### src/hw/rtl/pud_pkg.sv
// Shared types, character constants and hex helpers for the percent/URL decoder.
package pud_pkg;

   localparam logic [7:0] CHAR_PCT   = 8'h25;  // '%'
   localparam logic [7:0] CHAR_PLUS  = 8'h2B;  // '+'
   localparam logic [7:0] CHAR_SPACE = 8'h20;  // ' '

   // Escape tracking between input bytes
   typedef enum logic [1:0] {
      PH_IDLE  = 2'd0,
      PH_PCT   = 2'd1,
      PH_DIGIT = 2'd2
   } phase_type;

   // Up to three decoded bytes produced by one input transaction
   typedef struct packed {
      logic [1:0]      count;
      logic [2:0][7:0] bytes;
      logic            fin;
   } run_type;

   function automatic logic is_hex(input logic [7:0] c);
      is_hex = ((c >= 8'h30) && (c <= 8'h39)) ||
               ((c >= 8'h61) && (c <= 8'h66)) ||
               ((c >= 8'h41) && (c <= 8'h46));
   endfunction

   // Nibble value of a hex digit; zero for anything else
   function automatic logic [3:0] hex_val(input logic [7:0] c);
      logic [7:0] d;
      d = 8'h00;
      if ((c >= 8'h30) && (c <= 8'h39)) begin
         d = c - 8'h30;
      end else if ((c >= 8'h61) && (c <= 8'h66)) begin
         d = c - 8'h57;
      end else if ((c >= 8'h41) && (c <= 8'h46)) begin
         d = c - 8'h37;
      end
      hex_val = d[3:0];
   endfunction

endpackage

### src/hw/rtl/pud_decode.sv
// Combinational decode of one input byte against the escape state.
module pud_decode (
   input  pud_pkg::phase_type phase,
   input  logic [7:0]         held,
   input  logic [7:0]         in_char,
   input  logic               in_final,
   output pud_pkg::run_type   run,
   output pud_pkg::phase_type phase_next,
   output logic [7:0]         held_next
);
   import pud_pkg::*;

   logic       c_hex;
   logic       c_pct;
   logic [7:0] c_plain;
   logic [1:0] cnt;
   logic [7:0] b0;
   logic [7:0] b1;
   logic [7:0] b2;
   phase_type  ph;
   logic [7:0] hd;

   assign c_hex   = is_hex(in_char);
   assign c_pct   = (in_char == CHAR_PCT);
   assign c_plain = (in_char == CHAR_PLUS) ? CHAR_SPACE : in_char;

   always_comb begin
      cnt = 2'd0;
      b0  = CHAR_PCT;
      b1  = CHAR_PCT;
      b2  = CHAR_PCT;
      ph  = PH_IDLE;
      hd  = held;

      // Main step: bytes emitted by this input
      case (phase)
         PH_PCT: begin
            if (c_hex) begin
               ph = PH_DIGIT;
               hd = in_char;
            end else if (c_pct) begin
               cnt = 2'd1;
               ph  = PH_PCT;
            end else begin
               b1  = c_plain;
               cnt = 2'd2;
            end
         end
         PH_DIGIT: begin
            hd = 8'h00;
            if (c_hex) begin
               b0  = {hex_val(held), hex_val(in_char)};
               cnt = 2'd1;
            end else if (c_pct) begin
               b1  = held;
               cnt = 2'd2;
               ph  = PH_PCT;
            end else begin
               b1  = held;
               b2  = c_plain;
               cnt = 2'd3;
            end
         end
         default: begin
            // idle, and the unused code
            if (c_pct) begin
               ph = PH_PCT;
            end else begin
               b0  = c_plain;
               cnt = 2'd1;
            end
         end
      endcase

      // End of string: flush a cut escape literally
      if (in_final) begin
         if (ph == PH_PCT) begin
            // pending '%' lands at the next free slot; its value is already '%'
            cnt = cnt + 2'd1;
         end else if (ph == PH_DIGIT) begin
            // only reachable from PH_PCT with no bytes yet
            b1  = hd;
            cnt = 2'd2;
         end
         ph = PH_IDLE;
         hd = 8'h00;
      end
   end

   assign run.count  = cnt;
   assign run.bytes  = {b2, b1, b0};
   assign run.fin    = in_final;
   assign phase_next = ph;
   assign held_next  = hd;

endmodule

### src/hw/rtl/pud_emit.sv
// Result buffer: holds one decoded run and sends its bytes one per cycle while rsp_ready is high.
module pud_emit (
   input  logic             clock,
   input  logic             reset,
   input  logic             load,
   input  pud_pkg::run_type run_load,
   output logic             free,
   output logic             rsp_valid,
   input  logic             rsp_ready,
   output logic [7:0]       rsp_out_char,
   output logic             rsp_run_last,
   output logic             rsp_string_end
);
   import pud_pkg::*;

   logic       valid_ff;
   run_type    run_ff;
   logic [1:0] idx_ff;
   logic       last;
   logic       fire;

   assign last = (idx_ff == (run_ff.count - 2'd1));
   assign fire = valid_ff && rsp_ready;
   assign free = !valid_ff || (fire && last);

   // Buffer control and byte index
   always_ff @(posedge clock) begin
      if (reset) begin
         valid_ff <= 1'b0;
         idx_ff   <= 2'd0;
      end else if (load) begin
         valid_ff <= 1'b1;
         idx_ff   <= 2'd0;
      end else if (fire) begin
         if (last) begin
            valid_ff <= 1'b0;
            idx_ff   <= 2'd0;
         end else begin
            idx_ff <= idx_ff + 2'd1;
         end
      end
   end

   // Payload
   always_ff @(posedge clock) begin
      if (load) begin
         run_ff <= run_load;
      end
   end

   always_comb begin
      case (idx_ff)
         2'd0:    rsp_out_char = run_ff.bytes[0];
         2'd1:    rsp_out_char = run_ff.bytes[1];
         default: rsp_out_char = run_ff.bytes[2];
      endcase
   end

   assign rsp_valid      = valid_ff;
   assign rsp_run_last   = last;
   assign rsp_string_end = last && run_ff.fin;

endmodule

### src/hw/rtl/percent_url_decoder_unit.sv
// Top level of the percent/URL decoder: input register, escape state and result buffer.
//
// Usage:
//   Request channel (req_valid/req_ready) carries one encoded byte per
//   transaction, req_in_final set on the last byte of a string.
//   Response channel (rsp_valid/rsp_ready) carries decoded bytes; each
//   request yields zero to three responses, rsp_run_last marks the last
//   response of a request and rsp_string_end the last byte of a string.
//   A request always yields at least one response when req_in_final is set.
// Timing:
//   A byte taken into the input register is decoded combinationally there;
//   its run is then registered in the result buffer, which offers the first
//   response. One request per cycle is taken while each yields at most one
//   byte and the receiver takes every response; a run of two or three bytes
//   holds the single result buffer until all of its bytes are taken.
// Reset clears the escape state (no '%' pending) and empties both stages.
// While the receiver stalls, the result buffer holds its run and one more
// request waits in the input register; req_ready drops after that.
module percent_url_decoder_unit (
   input  logic       clock,
   input  logic       reset,
   input  logic       req_valid,
   output logic       req_ready,
   input  logic [7:0] req_in_char,
   input  logic       req_in_final,
   output logic       rsp_valid,
   input  logic       rsp_ready,
   output logic [7:0] rsp_out_char,
   output logic       rsp_run_last,
   output logic       rsp_string_end
);
   import pud_pkg::*;

   logic       in_valid_ff;
   logic [7:0] in_char_ff;
   logic       in_final_ff;
   phase_type  phase_ff;
   phase_type  phase_in;
   logic [7:0] held_ff;
   logic [7:0] held_in;
   run_type    dec_run;
   logic       emit_free;
   logic       advance;
   logic       load;

   // Decode of the registered byte
   pud_decode u_decode (
      .phase      (phase_ff),
      .held       (held_ff),
      .in_char    (in_char_ff),
      .in_final   (in_final_ff),
      .run        (dec_run),
      .phase_next (phase_in),
      .held_next  (held_in)
   );

   // Consume the registered byte when its run fits in the buffer
   assign advance   = in_valid_ff && ((dec_run.count == 2'd0) || emit_free);
   assign load      = advance && (dec_run.count != 2'd0);
   assign req_ready = !in_valid_ff || advance;

   // Input register
   always_ff @(posedge clock) begin
      if (reset) begin
         in_valid_ff <= 1'b0;
      end else if (req_valid && req_ready) begin
         in_valid_ff <= 1'b1;
      end else if (advance) begin
         in_valid_ff <= 1'b0;
      end
   end

   always_ff @(posedge clock) begin
      if (req_valid && req_ready) begin
         in_char_ff  <= req_in_char;
         in_final_ff <= req_in_final;
      end
   end

   // Escape state
   always_ff @(posedge clock) begin
      if (reset) begin
         phase_ff <= PH_IDLE;
         held_ff  <= 8'h00;
      end else if (advance) begin
         phase_ff <= phase_in;
         held_ff  <= held_in;
      end
   end

   pud_emit u_emit (
      .clock          (clock),
      .reset          (reset),
      .load           (load),
      .run_load       (dec_run),
      .free           (emit_free),
      .rsp_valid      (rsp_valid),
      .rsp_ready      (rsp_ready),
      .rsp_out_char   (rsp_out_char),
      .rsp_run_last   (rsp_run_last),
      .rsp_string_end (rsp_string_end)
   );

`ifndef SYNTHESIS
   // A final byte always leaves the decoder idle
   a_final_idle: assert property (@(posedge clock) disable iff (reset)
      advance && in_final_ff |=> phase_ff == PH_IDLE)
      else $error("escape state not idle after end of string");

   // A final byte always produces output
   a_final_emits: assert property (@(posedge clock) disable iff (reset)
      advance && in_final_ff |-> dec_run.count != 2'd0)
      else $error("end of string produced no byte");

   // Held digit is clear unless a digit is pending
   a_held_clear: assert property (@(posedge clock) disable iff (reset)
      phase_ff != PH_DIGIT |-> held_ff == 8'h00)
      else $error("stale held digit");

   // String end only on the last byte of a run
   a_end_last: assert property (@(posedge clock) disable iff (reset)
      rsp_valid && rsp_string_end |-> rsp_run_last)
      else $error("string end before run end");
`endif

endmodule

### config.mk
export PLATFORM = sky130hd
export DESIGN_NAME = percent_url_decoder_unit
export DESIGN_NICKNAME = d
export VERILOG_FILES = /design/src/hw/rtl/pud_pkg.sv /design/src/hw/rtl/pud_decode.sv /design/src/hw/rtl/pud_emit.sv /design/src/hw/rtl/percent_url_decoder_unit.sv
export SDC_FILE = /design/constraint.sdc
export NUM_CORES = 1
export LEC_CHECK = 0
export BUFFER_PORTS_ARGS = -buffer_cell sky130_fd_sc_hd__buf_2
export CAP_MARGIN = 40
export CELL_PAD_IN_SITES_DETAIL_PLACEMENT = 2
export CELL_PAD_IN_SITES_GLOBAL_PLACEMENT = 2
export CORE_MARGIN = 2
export CORE_UTILIZATION = 38
export CTS_CLUSTER_SIZE = 8
export DETAILED_ROUTE_END_ITERATION = 6
export GPL_TIMING_DRIVEN = 1
export PLACE_DENSITY_LB_ADDON = 0.3
export SLEW_MARGIN = 10
export SYNTH_ARGS = -nofsm -noshare
export SYNTH_HDL_FRONTEND = slang
export SYNTH_SLANG_ARGS = --single-unit
export TNS_END_PERCENT = 50
### constraint.sdc
create_clock -name clock -period 3.69 [get_ports clock]
set_clock_uncertainty 0.1 [all_clocks]
set_input_delay 0.1845 -clock clock [delete_from_list [all_inputs] [get_ports clock]]
set_output_delay 0.1845 -clock clock [all_outputs]
set_load 0.005 [all_outputs]
======== Word-level counts from Yosys, hierarchy flattened ========
Cells that the tools add are included.
Widths: inputs -> output; s select.
storage, ports and cells
  register bits ........................... 50
  input port bits ......................... 13
  output and inout bits ................... 12
  word-level logic and storage cells ...... 108
operators by class
  $add $sub $neg .......................... 9
  order comparisons ....................... 12
  equal/unequal tests ..................... 8
  mux-type cells .......................... 40
  reduce and logical (&&, ||, !) cells .... 27
operator list
  cell                 number
  $mux 8               10
  $pmux 8 s2           4
  $ge 8x7->1 const B   4
  $le 8x7->1 const B   4
  $mux 4               6
  $mux 2               10
  $eq 8x6->1 const B   2
  $ge 8x6->1 const B   2
  $le 8x6->1 const B   2
  $sub 4x3->4 const B  4
  $logic_and 1x1->1    12
  $mux 1               8
  $pmux 2 s2           2
  $reduce_bool 2->1    4
  $sub 4x1->4 const B  2
  $eq 2x1->1 const B   3
  $logic_or 1x1->1     5
  $add 2x1->2 const B  2
  $eq 2x2->1 const B   2
  $logic_not 2->1      2
  $eq 2x2->1           1
  $logic_not 1->1      2
  $reduce_and 2->1     1
  $reduce_or 2->1      1
  $sub 2x1->2 const B  1

======== Depth between registers and ports, before layout ========
Gate-level depths: netlist of the first run.
  depth in word-level cells ............... 16
  mapped depth ............................ 10
  mapped depth without buffers ............ 9

======== Modules after synthesis ========
From an unflattened synthesis of the first run, not the netlist that was laid out.
unflattened totals
  cells, all modules ...................... 301
  area, all modules ....................... 3,066.7 um2
by module, submodules not included
  module                    instances  cells each  area each (um2)  seq. area each (um2)
  pud_emit                  1          78          1,161.1          870.8
  pud_decode                1          163         1,118.6          0.0
  percent_url_decoder_unit  1          60          787.0            490.5

======== Worst setup path after synthesis of the first run ========
Ideal clock, no wire load.
  kind .................................... reg2reg
  start ................................... register in_char_ff[1]
  end ..................................... register u_emit.run_ff[0] (netlist name) (enable)
  setup time .............................. 388 ps
  data arrival time ....................... 2,756 ps
  required time ........................... 3,202 ps
  slack ................................... 446 ps
  stages on the path, launching flop included .. 9
  path buffers ............................ 0
  clock period less this slack ............ 3,244 ps
  cell sequence ........................... edfxtp_1 -> inv_1 -> ha_1 -> nor4bb_1 -> and2_4 -> o311a_1 -> o21a_1 -> nor4_1 -> and3b_1
on the way
  cells in the longest elaborated chain, start to end .. 14
  elaborated cells on any way between the ends .. 33
  classes of those cells .................. add/sub (1); order compare (6); eq/ne (3); mux (13); reduce/logical (10)
RTL lines
  what                                         RTL line                            source
  start: declaration                           percent_url_decoder_unit.sv:35      logic [7:0] in_char_ff;
  start signal: assignment                     percent_url_decoder_unit.sv:75      in_char_ff <= req_in_char;
  $ge 8x6->1 (tied with other cells)           pud_pkg.sv:23                       is_hex = ((c >= 8'h30) && (c <= 8'h39)) ||
  $logic_and 1x1->1, on equally long branches  pud_pkg.sv:23, pud_pkg.sv:24
  $logic_or 1x1->1                             pud_pkg.sv:23
  $logic_or 1x1->1                             pud_pkg.sv:24                       ((c >= 8'h61) && (c <= 8'h66)) ||
  $mux 2, on equally long branches             pud_decode.sv:51, pud_decode.sv:38
  $pmux 2 s2                                   pud_decode.sv:36                    case (phase)
  $eq 2x2->1                                   pud_decode.sv:80                    end else if (ph == PH_DIGIT) begin
  $mux 2                                       pud_decode.sv:80
  $mux 2                                       pud_decode.sv:77                    if (ph == PH_PCT) begin
  $mux 2 (*)                                   pud_decode.sv:76                    if (in_final) begin
  $logic_not 2->1                              percent_url_decoder_unit.sv:58      assign advance = in_valid_ff && ((dec_run.count == 2'd0) || emit_free);
  $logic_or 1x1->1                             percent_url_decoder_unit.sv:58
  $logic_and 1x1->1                            percent_url_decoder_unit.sv:58
  $logic_and 1x1->1 (*)                        percent_url_decoder_unit.sv:59      assign load = advance && (dec_run.count != 2'd0);
  via load                                     percent_url_decoder_unit.sv:44      logic load;
  end signal: assignment                       pud_emit.sv:47                      run_ff <= run_load;
  end: declaration                             pud_emit.sv:17                      run_type run_ff;
The timed path passes the listed nets; every way through them passes the cells marked *.
A chain may end at the register's enable or synchronous reset.

======== Worst setup path after layout of the first run ========
  start ................................... register in_char_ff[0]
  end ..................................... register u_emit.run_ff[16] (netlist name) (enable)
Same word-level chain as after synthesis.

==> results of run 1 <==
==> cell usage in the layout (no fill, tap or decap), drive strengths merged, types with 2 or more instances in the layout <==
cell type	Yosys	layout
and2	3	3
ha	13	13
a31o	2	2
inv	14	14
clkbuf	13	6
and3	6	6
nor3	8	8
a31oi	10	10
a22o	6	6
nand2	40	40
a221o	2	2
nor4b	2	2
a21oi	17	17
edfxtp	36	36
dlygate4sd3	0	9
dfxtp	14	14
o211ai	2	2
nand3	8	8
a2111oi	4	4
mux2i	3	3
nor2	21	21
a32o	3	3
nor2b	4	4
a22oi	10	10
xnor2	4	4
o21bai	2	2
a32oi	2	2
buf	3	34
nand2b	9	9
o21ai	13	13
nor4bb	2	2
o21a	2	2
==> metal layers <==
metal / vias up / track usage / part of all wire
met5: - / 0 / 0
met4: 0 / 0.0606 / 0.010
met3: 9 / 0.0216 / 0.037
met2: 55 / 0.401 / 0.50
met1: 1247 / 0.326 / 0.46
li1: 1158 / - / -
==> through the flow <==
| step | util | area [um^2] | hold slack (ns) | std cells | setup slack (ns) |
|---|---|---|---|---|---|
| 6_report | 0.458 | 3340 | 0.0399 | 428 | 0.377 |
| 2_1_floorplan | - | 2880 | 0.183 | 294 | 0.446 |
| 5_1_grt | 0.458 | 3340 | 0.0600 | 428 | 0.236 |
| 4_1_cts | 0.457 | 3340 | 0.0278 | 428 | 0.218 |
| 3_5_place_dp | 0.430 | 3140 | 0.263 | 411 | 0.267 |
| 3_3_place_gp | 0.428 | 3120 | 0.261 | 409 | 0.324 |
==> power by group through the flow <==
stage | Clock, mW | Sequential (mW) | Combinational [mW]
detailed placement | 0 | 0.654 | 0.0917
finish | 0.405 | 0.641 | 0.100
CTS | 0.410 | 0.641 | 0.0997
floorplan | 0 | 0.642 | 0.0594
global placement | 0 | 0.651 | 0.0853
global route | 0.425 | 0.644 | 0.111
==> repair_timing <==
action                                 in CTS  in global routing
setup endpoints to repair                   0                 17
hold buffers                                9                  0
endpoints found under the hold margin       9                  0
resized for setup                           0                  1
==> layout make-up <==
| type | instances | area, um^2 |
|---|---|---|
| repair buffers | 43 | 285 |
| inverters | 14 | 52.6 |
| flip-flops and latches | 50 | 1360 |
| clock inverters | 2 | 37.5 |
| fillers | 819 | 3950 |
| multi-input cells | 214 | 1410 |
| well taps | 99 | 124 |
| clock buffers | 6 | 72.6 |
==> Yosys cell counts (2+ instances only) <==
library cell,number,area [um^2]
nor3_1,8,40.0
a22o_2,4,40.0
a21oi_1,16,80.1
dfxtp_1,14,280
a32o_1,3,30.0
ha_1,13,163
clkbuf_1,13,48.8
nor2b_1,4,25.0
and2_1,2,12.5
o21a_1,2,15.0
nor4bb_1,2,20.0
and3_1,6,37.5
nand3_1,8,40.0
o211ai_1,2,15.0
inv_1,14,52.6
a31oi_1,9,56.3
a31o_2,2,17.5
a32oi_1,2,17.5
nand2_1,40,150
nor4b_1,2,17.5
o21ai_0,12,60.1
nor2_1,21,78.8
xnor2_1,4,35.0
mux2i_1,3,30.0
a22oi_1,10,75.1
a221o_1,2,20.0
a2111oi_0,2,17.5
buf_2,2,10.0
edfxtp_1,36,1080
nand2b_1,9,56.3
o21bai_1,2,15.0
a22o_1,2,17.5
==> critical path: stages, from the launching register on <==
cell,delay [ns]
edfxtp_1,0.53
inv_1,0.20
ha_1,0.20
nand2b_1,0.07
o21ai_1,0.17
a31oi_1,0.12
buf_4,0.23
o31a_1,0.31
nor4_2,0.44
and3b_1,0.25
buf_4,0.35
==> cell families (layout without fill, tap and decap cells) <==
| kind of cell | count (synthesis) | count (layout) | share of synthesized area |
|---|---|---|---|
| and+or+nand+nor | 110 | 110 | 0.188 |
| AOI/OAI and AO/OA | 84 | 84 | 0.219 |
| DFF | 50 | 50 | 0.472 |
| buffers and inverters | 30 | 65 | 0.0412 |
| adders and majority gates | 13 | 13 | 0.0564 |
| xor gates and xnor gates | 4 | 4 | 0.0122 |
| muxes | 3 | 3 | 0.0104 |
==> how the worst min path moves through the flow <==
stage                   startpoint                       end  slack [ns]  cells past startpoint
floorplan           req_in_char[0]   in_char_ff[0]$_DFFE_PP_        0.18                      0
global placement    req_in_char[5]   in_char_ff[5]$_DFFE_PP_        0.26                      1
detailed placement  req_in_char[5]   in_char_ff[5]$_DFFE_PP_        0.26                      1
CTS                      req_valid  in_valid_ff$_SDFFE_PP0P_        0.03                      3
global route             req_valid  in_valid_ff$_SDFFE_PP0P_        0.06                      3
finish                   req_valid  in_valid_ff$_SDFFE_PP0P_        0.04                      3
==> state kept, by name, indices dropped and copies added (netlist names) <==
| signal | flops |
|---|---|
| u_emit.run_ff | 27 |
| in_valid_ff | 1 |
| in_char_ff | 8 |
| phase_ff | 2 |
| held_ff | 8 |
| u_emit.idx_ff | 2 |
| in_final_ff | 1 |
| u_emit.rsp_valid | 1 |
==> impl_results.md, run 1 <==
- Post-Route WL: about 9400 um
- Setup crit start kind: register
- Number of global-route vias before repair: 2627
- Clock transition at path regs: around 0.10 ns
- DR pass1 iterations: 4
- Final nets: 354
- Antenna cell count: 0
- Via Count: roughly 2500
- Power Internal: 0.864 mW
- Clock buffer depth: 2
- Worst reg-to-reg path cell count: 10
- Setup_tns: 0 ns
- RSZ-0062 raised after global routing: false
- Drt drc: 0
- WP data required: about 3.6 ns
- PD cells: 343 nW/um^2
- Sw frac: 0.247
- Vias per inst: approximately 5.8
- Root Driver: clkbuf_8
- Gpl congestion: 0.858
- Type of the worst setup path: reg2reg
- Part of the power in registers: 0.559
- Post-CTS setup buffers: 0
- Least-Margin Pin Slew: 0.715 ns
- First-pass GRT wire length: roughly 15000 um
- Row Count: 31
- I/O Buffers: 24
- Outcome: completed
- Reg-to-Reg End: u_emit.run_ff[16]$_DFFE_PP_
- # setup viols final: 0
- Max cap viols: 0
- Die Y: approximately 91 um
- Initial antenna violation count: 0
- Distinct cells, synth: 55
- Number of flops mapped to enable cells by yosys: 36
- Register area share after synthesis: 0.472
- Final Hold Fails: 0
- Reg-to-reg startpoint: in_char_ff[0]$_DFFE_PP_
- Grt ovf: 0
- TritonCTS Sinks: 50
- DP HPWL: 6630 um
- Mapped Avg Cell Area: 9.81 um^2
- Comb pwr share: 0.087
- Yosys reg bits: 50
- Worst R2R Setup Slack: 0.38 ns
- Layout area overhead: 15.9%
- Initial Util: 0.395
- Initial DRC count: about 230
- Critical path origin: in_char_ff[0]$_DFFE_PP_
- CTS tree: yes
- Wirelength per Cell: 21.9 um
- Worst relative slew slack: 0.522
- Max Clock Freq: 0.302 GHz
- Post-route ant nets: 0
- Post-Syn Instances: between 200 and 300
- Ys Warns: 0
- Pleak: 1.23 nW
- Crit path DAT: roughly 3.2 ns
- Final worst-path cycle share: 0.898
- Clk pwr share: 0.353
- I/O Pins: 25
- Layout cell share with drive strength beyond 1: 0.167
- Crit path capture: u_emit.run_ff[16]$_DFFE_PP_
- Pwr Total: between 1 and 1.5 mW
- Max FO, Critical Path: 29
- Min Tclk post-route: 3.31 ns
- Fin. max-slew vios: 0
- Largest net degree at the start of global routing: 30
- CTS Buf Count: 5
- Die footprint: 8300 um^2
- Synth Cell Area: between 2000 and 3000 um^2
- CTS HTree Levels: 2
- IR drop worst, VDD: 179 uV
- Main synth FF type: edfxtp_1
- Gr usage total: 0.237
- Worst skew pair latency: 0.32 ns
- CP endpoint kind: register
- Switching power of the nets: 0.283 mW
- CORE AREA: 7290 um^2
- Synthesized netlist net count: 320
- Die Wd: around 90 um
- Hold WC Path Type: in2reg
- Post-synth ARST share: 0
No activity file was read; power rests on OpenSTA's default activity.
==> run 2, diff against run 1 <==
CELL_PAD_IN_SITES_DETAIL_PLACEMENT = 0   (was 2)
CELL_PAD_IN_SITES_GLOBAL_PLACEMENT = 1   (was 2)
CORE_UTILIZATION = 46   (was 38)
CTS_CLUSTER_DIAMETER = 50   (was unset)
==> run 2 against run 1 <==
Compared with the run above:
- sequential cell count is the same
- routed wire length shrank 32%
- global-route usage shrank 4.6 points
- critical endpoint is now u_emit.run_ff[5]$_DFFE_PP_
- cell count shrank 4.7%
- critical path type unchanged
==> impl_results.md, run 2 (same netlist as run 1, synthesis figures left out) <==
- Initial antenna violation count: 0
- WP data required: 3.57 ns
- Wirelength per Cell: around 16 um
- PD cells: 334 nW/um^2
- CP endpoint kind: register
- RSZ-0062 raised after global routing: false
- TritonCTS Sinks: 50
- Initial Util: 0.481
- DP HPWL: between 4000 and 5000 um
- Post-Route WL: 6420 um
- DR pass1 iterations: 4
- Clock transition at path regs: around 0.09 ns
- Grt ovf: 0
- Layout cell share with drive strength beyond 1: 0.177
- First-pass GRT wire length: 10700 um
- Hold WC Path Type: in2reg
- Biggest register: u_emit.run_ff
- Pleak: 1.25 nW
- Gr usage total: 0.191
- Row Count: 28
- I/O Pins: 25
- Max Clock Freq: 0.307 GHz
- Layout area overhead: 15.8%
- Clock buffer depth: 2
- Final worst-path cycle share: 0.883
- Die Y: ~83 um
- Number of global-route vias before repair: roughly 2200
- Die footprint: 6920 um^2
- Max cap viols: 0
- CTS tree: yes
- Worst reg-to-reg path cell count: 10
- I/O Buffers: 24
- Drt drc: 0
- Max reg flops: 27
- CTS Buf Count: 5
- Final Util: 0.557
- # setup viols final: 0
- Root Driver: clkbuf_8
- Setup_tns: 0 ns
- Max FO, Critical Path: 29
- Worst skew pair latency: 0.31 ns
- Min Tclk post-route: roughly 3.3 ns
- Pwr Total: between 1 and 1.5 mW
- Post-route ant nets: 0
- Initial DRC count: 289
- Worst relative slew slack: 0.578
- CORE AREA: 5990 um^2
- Vias per inst: approximately 5.8
- Gpl congestion: 0.925
- Largest net degree at the start of global routing: 30
- Via Count: 2377
- Crit path DAT: 3.14 ns
- Fin. max-slew vios: 0
- Type of the worst setup path: reg2reg
- Post-CTS setup buffers: 0
- IR drop worst, VDD: between 200 and 300 uV
- CTS HTree Levels: 2
- Most frequent cells in the layout: nand2_1 (40), edfxtp_1 (36), buf_2 (24), nor2_1 (21), a21oi_1 (16)
- Worst hold stages: 3
- Largest regs: u_emit.run_ff x27, held_ff x8, in_char_ff x8
- Setup crit start kind: register
- Least-Margin Pin Slew: 0.633 ns
- Final Hold Fails: 0
- Most common cell after layout, fill and taps aside: nand2_1
- Final nets: 358
- Die Wd: 83.2 um
- Antenna cell count: 0
- Outcome: completed
==> run 2: worst max-delay path, stage by stage, from the launching register on <==
cell and delay [ns]:
edfxtp_1 0.51, inv_1 0.19, ha_1 0.19, nand2b_1 0.06
o21ai_1 0.15, a31oi_1 0.11, buf_4 0.22, o31a_1 0.29
nor4_1 0.52, and3b_1 0.25, buf_4 0.32
==> run 2: final cells by class <==
class / instances / area [um^2]
Tap cell: 75 / 93.8
Inverter: 14 / 52.6
Sequential cell: 50 / 1360
Clock inverter: 3 / 45.0
Clock buffer: 5 / 68.8
Fill cell: 511 / 2650
Multi-Input combinational cell: 214 / 1400
Timing Repair Buffer: 47 / 315
==> run 2: routing by layer <==
metal  vias to the layer above  share of wire  GRT usage
met3                         9          0.063     0.0249
met1                      1102           0.45      0.265
li1                       1166              -          -
met5                         -              0          0
met2                       100           0.47      0.311
met4                         0          0.016     0.0626
==> run 2: path summary, 6_finish.rpt <==
| path | slack, ns | to | from |
|---|---|---|---|
| hold / removal | 0.04 | in_valid_ff$_SDFFE_PP0P_ | req_valid |
| hold reg to reg | 0.45 | u_emit.idx_ff[1]$_SDFFE_PP0P_ | u_emit.idx_ff[1]$_SDFFE_PP0P_ |
| setup reg to reg | 0.43 | u_emit.run_ff[5]$_DFFE_PP_ | in_char_ff[0]$_DFFE_PP_ |
| setup / recovery | 0.43 | u_emit.run_ff[5]$_DFFE_PP_ | in_char_ff[0]$_DFFE_PP_ |
==> run 2: what timing repair did <==
item / CTS / global route
endpoints found under the setup margin: 0 / 0
gates resized for setup: 0 / 0
hold endpoints to repair: 9 / 0
hold buffers: 9 / 0
==> run 2: power breakdown <==
group | internal, mW | switching, mW | total [mW]
combinational | 0.0439 | 0.0562 | 0.100
sequential | 0.619 | 0.0160 | 0.635
clock | 0.201 | 0.179 | 0.380
total | 0.865 | 0.251 | 1.12
==> run 2: per-stage QoR <==
stage	hold slack [ns]	instances	setup slack (ns)	cell area, um^2
CTS	0.0340	408	0.476	3340
global placement	0.261	389	0.530	3120
detailed placement	0.263	391	0.490	3140
finish	0.0370	408	0.433	3340
global route	0.0573	408	0.190	3340
floorplan	0.183	294	0.446	2880
